==> config.mk <==
export PLATFORM = sky130hd
export DESIGN_NAME = eks_heap_mem
export DESIGN_NICKNAME = d
export VERILOG_FILES = /design/src/design/eks_pkg.sv /design/src/design/eks_heap_mem.sv
export SDC_FILE = /design/constraint.sdc
export NUM_CORES = 2
export LEC_CHECK = 0
export BUFFER_PORTS_ARGS = -buffer_cell sky130_fd_sc_hd__buf_2
export CAP_MARGIN = 15
export CORE_MARGIN = 2
export CORE_UTILIZATION = 32
export DETAILED_ROUTE_END_ITERATION = 16
export PLACE_DENSITY = 0.55
export SETUP_SLACK_MARGIN = 0.05
export SKIP_CTS_REPAIR_TIMING = 1
export SYNTH_ARGS = -nofsm -noshare
export SYNTH_HDL_FRONTEND = slang
export SYNTH_MEMORY_MAX_BITS = 65536
export SYNTH_SLANG_ARGS = --single-unit
export TNS_END_PERCENT = 5
==> constraint.sdc <==
create_clock -name clk_i -period 9.2 [get_ports clk_i]
set_input_delay 0.92 -clock clk_i [delete_from_list [all_inputs] [get_ports clk_i]]
set_output_delay 0.92 -clock clk_i [all_outputs]
set_load 0.01 [all_outputs]
==> src/design/eks_pkg.sv <==
// shared types, sizes and codes for the eigenvalue key heapsort block
// no dependencies; used by every module of the block
`timescale 1ns / 1ps

package eks_pkg;

  localparam int MAX_RECORDS = 64;
  localparam int IDX_W       = $clog2(MAX_RECORDS);
  localparam int CNT_W       = IDX_W + 1;
  localparam int DATA_W      = 32;
  localparam int KEY_W       = 2 * DATA_W;
  localparam int IN_TDATA_W  = 3 * DATA_W;
  localparam int OUT_TDATA_W = ((3 * DATA_W + IDX_W + 7) / 8) * 8;
  localparam int OUT_PAD_W   = OUT_TDATA_W - 3 * DATA_W - IDX_W;

  localparam logic [DATA_W-1:0] SIGN_FLIP = {1'b1, {(DATA_W-1){1'b0}}};

  // configuration register indexes
  localparam logic REG_KEY_SELECT   = 1'b0;
  localparam logic REG_VARIANT_FLIP = 1'b1;

  typedef enum logic [1:0] {
    KEY_MODULUS  = 2'd0,
    KEY_RESIDUAL = 2'd1,
    KEY_REAL     = 2'd2,
    KEY_IMAG     = 2'd3
  } key_sel_e;

  typedef struct packed {
    logic signed [DATA_W-1:0] residual;
    logic signed [DATA_W-1:0] imag_part;
    logic signed [DATA_W-1:0] real_part;
  } record_t;

  typedef struct packed {
    logic [KEY_W-1:0] key;
    logic [IDX_W-1:0] idx;
  } heap_entry_t;

  typedef struct packed {
    logic             we;
    logic [IDX_W-1:0] waddr;
    heap_entry_t      wdata;
    logic             re;
    logic [IDX_W-1:0] raddr0;
    logic [IDX_W-1:0] raddr1;
  } heap_req_t;

endpackage

==> src/design/eks_heap_mem.sv <==
// heap of keys and load positions: one write port, two registered read ports
// depends on eks_pkg
`timescale 1ns / 1ps

module eks_heap_mem (
  input  logic                  clk_i,
  input  eks_pkg::heap_req_t    req_i,
  output eks_pkg::heap_entry_t  rdata0_o,
  output eks_pkg::heap_entry_t  rdata1_o
);

  eks_pkg::heap_entry_t mem_q [eks_pkg::MAX_RECORDS];
  eks_pkg::heap_entry_t rdata0_q, rdata1_q;

  always_ff @(posedge clk_i) begin
    if (req_i.we) begin
      mem_q[req_i.waddr] <= req_i.wdata;
    end
    if (req_i.re) begin
      rdata0_q <= mem_q[req_i.raddr0];
      rdata1_q <= mem_q[req_i.raddr1];
    end
  end

  assign rdata0_o = rdata0_q;
  assign rdata1_o = rdata1_q;

endmodule

After elaboration in Yosys (flattened, before gate mapping)
Memory sizes are Yosys's and may differ from the RTL's. A register that Yosys moved wholly into a read port is not among the register bits. Index checks and enable logic that the tools add are counted.

Mux-type cells: 2.

Operators with widths (number): $mux 1 (2).

Memories: 1. Register bits: 0. Output and inout bits: 140. Input bits: 91. Word-level logic and storage cells: 3. Bits in writable memories: 4480.

Memory list: mem_q (depth 64, bits a word 70, read ports 2, clocked after memory_dff 2, write ports 1, line eks_heap_mem.sv:12) `eks_pkg::heap_entry_t mem_q [eks_pkg::MAX_RECORDS];`.

Longest topological paths before layout
Depth after elaboration: 2. Mapped depth: 9. Mapped depth without buffers: 5.

Worst setup path after synthesis
OpenSTA, ideal clock, no wires.

Kind: in2reg. Start: input req_i[86] (netlist name). End: memory mem_q[48][0] (netlist name), enable pin. Setup time: 0.584 ns. Arrival: 6.173 ns. Path slack: 2.443 ns. Stages: 4. Buffers on the path: 1. Cell sequence: clkbuf_1 -> nor2b_1 -> nand4b_1 -> nor3_1.

RTL lines: start: declaration (line eks_heap_mem.sv:7) `input eks_pkg::heap_req_t req_i,`; end: declaration (line eks_heap_mem.sv:12).

Straight into the memory's write port.

==> flow_summary.json <==
{
  "power_switching_w": 0.0111,
  "setup_viol": 0,
  "ctsRootBufferMaster": "clkbuf_16",
  "leakagePower_nw": 70.3,
  "antenna_found_initial": 128,
  "crit_path_end_kind": "flop",
  "die_h_microns": 807,
  "insertion_delay_ns": 1.09,
  "ff2ff_path_depth": 6,
  "crit_required_ns": 10.13,
  "rsz0062_at_grt": "false",
  "crit_slowest_cell": "nor4_1",
  "relSlewSlack_pct": -3.19,
  "cp_top_family": "buffers and inverters",
  "grt_pass1_wl_mm": 1110,
  "yosysSeqAreaShare_pct": 67.2,
  "core_sq_mm": 0.644,
  "drtIter0Drc": 22215,
  "cts.clk_slew.worst_paths_ns": 0.06,
  "finalPower_w": 0.0466,
  "ir_worst_vdd_uv": 171,
  "p_seq_share_pct": 50.7,
  "io_buffers": 230,
  "crit_top_cell": "buf_4",
  "drive_gt1_share_pct": 35.3,
  "intPower_w": 0.0355,
  "vias": 123826,
  "combPwrFrac_pct": 7.9,
  "max_stage_delay_ns": 0.82,
  "worst_slew_pin_slew_ns": 1.55,
  "finalCritPeriodShare_pct": 47.4,
  "critical_path_depth": 10,
  "grt_max_degree": 125,
  "routed_wl_mm": 835,
  "num_rows": 295,
  "cts_tree": "built",
  "mostFrequentLayoutCells": "4620 x edfxtp_1, 2205 x mux4_2, 704 x o22ai_1",
  "initial_core_util_pct": 32.1,
  "cts_sinks": 4620,
  "hp-class": "in -> reg",
  "hold_viol_final": 0,
  "avgSynthCellArea_sq_um": 21.3,
  "crit_start": "req_i[10]",
  "grt_pass1_vias": 122509,
  "dr.pass1.iters": 6,
  "synth_area_sq_mm": 0.206,
  "grt_overflow_total": 0,
  "finalNetCount": 10003,
  "rrSetupSlack_ns": 6.91,
  "final_common_cell": "edfxtp_1",
  "startpoint_type": "primary input",
  "drv_slew": 20,
  "drcViolationCount": 0,
  "antenna_left": 0,
  "multiInputGateArea_sq_mm": 0.0644,
  "violations": "max-slew violations",
  "synth_cells": 9677,
  "clockBufferDepth": 4,
  "fin_skew_ns": 0.0718,
  "r2r-start": "mem_q[3][9]",
  "powerDensity_mw_per_mm2": 199,
  "path_class": "in -> reg",
  "synth_largest_area_cell": "edfxtp_1",
  "routedWlPerCell_microns": 43.5,
  "cp_max_fo": 59,
  "cap_viol_max_count": 0,
  "gp_congestion": 0.827,
  "seqCellArea_sq_mm": 0.139,
  "ys_ff_latch": 4620,
  "io_pins": 231,
  "fin_hold_ws_ns": 0.268,
  "worstPathArrival_ns": 5.30,
  "fp.dieW_microns": 807,
  "syn_to_final_growth_pct": 13.5,
  "viasPerCell": 6.46,
  "groute.usage.overall_pct": 25.0,
  "p_clk_share_pct": 41.3,
  "path_cells": "buf_6, buf_12, nor2_1, nand2_4, buf_4, buf_4, o22ai_1, nor4_1, buf_4, o21a_1",
  "synth.area.top_cells": "edfxtp_1 67%, mux4_2 24%, o22ai_1 2.1%",
  "setup_tns_ns": 0,
  "path_buf_inv": 5,
  "dp_hpwl_mm": 458,
  "fmax_ghz": 0.229,
  "die-area_sq_mm": 0.652,
  "netlist.area_leader.share_pct": 67.2,
  "cts-htree-levels": 5,
  "crit_end": "rdata0_o[53]",
  "num-fill-cells": 58374,
  "synth_cell_types": 40,
  "status": "finished, violations left",
  "yosysWarnings": 0,
  "switching_share_pct": 23.9,
  "numCtsBuffers": 463,
  "r2r-end": "rdata0_o[9]",
  "synth_fp_nets": 9768,
  "layout_min_cycle_time_ns": 4.36
}
-- cell usage after synthesis, drive strengths merged --
master and n:
o21a 46, nand2 64, nor2b 43, nand3b 4
a221o 2, or3 3, and2 6, clkbuf 334
nor3 26, mux4 2205, a21oi 108, nand3 22
mux2 86, o221ai 198, buf 470, nand4b 1
a31oi 5, a211oi 29, mux2i 168, nor2 160
a22oi 71, or2 7, or3b 1, o21ai 59
nand2b 25, edfxtp 4620, and3 2, a311oi 11
a2111oi 11, nor4 115, o22a 69, o22ai 704
nand4 2
-- routing by layer --
layer / GRT usage, % / wire, microns / vias up
met5: 0.124 / 385 / -
met4: 13.0 / 46300 / 36
met3: 7.63 / 116000 / 1974
met2: 37.2 / 373000 / 10349
met1: 33.1 / 299000 / 67346
li1: - / - / 44121
-- through the flow --
stage	area (sq um)	util [%]	worst slack [ns]	cells
final	234000	36.4	4.84	19166
after floorplan	206000	-	2.44	9677
after CTS	234000	36.3	4.98	18912
after global placement	219000	33.9	3.72	18055
after detailed placement	219000	33.9	3.83	18057
after global routing	234000	36.4	4.92	19105
-- worst min path at each step --
stage	from	cells after the start	to
2_1_floorplan	mem_q[10][22]	4	rdata0_o[22]
3_3_place_gp	mem_q[8][41]	4	rdata0_o[41]
3_5_place_dp	mem_q[10][25]	4	rdata0_o[25]
4_1_cts	req_i[12]	1	rdata0_o[9]
5_1_grt	req_i[77]	1	mem_q[53][64]
6_report	req_i[77]	1	mem_q[52][64]
-- registers in the layout, summed over array words and instances, names as in the netlist --
register / cells
mem_q: 4480
rdata0_o: 70
rdata1_o: 70
-- kinds of logic (layout without fill, tap and decap cells) --
kind of cell | Yosys count | in the layout | synth area share, %
AOI/OAI and AO/OA | 1313 | 1313 | 4.32
muxes | 2459 | 2459 | 25.3
buffers and inverters | 804 | 1429 | 1.99
and+or+nand+nor | 481 | 481 | 1.16
other | 0 | 251 | 0
DFF | 4620 | 4620 | 67.2
-- power groups by stage --
stage / clock [W] / sequential, W / combinational (W)
2_1_floorplan: 0 / 0.0239 / 0.00207
5_1_grt: 0.0202 / 0.0236 / 0.00381
3_3_place_gp: 0 / 0.0241 / 0.00360
6_report: 0.0193 / 0.0236 / 0.00370
4_1_cts: 0.0194 / 0.0236 / 0.00365
3_5_place_dp: 0 / 0.0241 / 0.00365
-- cell type report --
cell class,count,share of cell area (%)
clock buffer,570,5.17
tap,8613,4.60
multi-input combinational,4253,27.5
timing repair buffer,574,2.06
clock inverter,285,1.23
antenna,251,0.268
sequential,4620,59.2
Power figures use the tool's default switching activity.
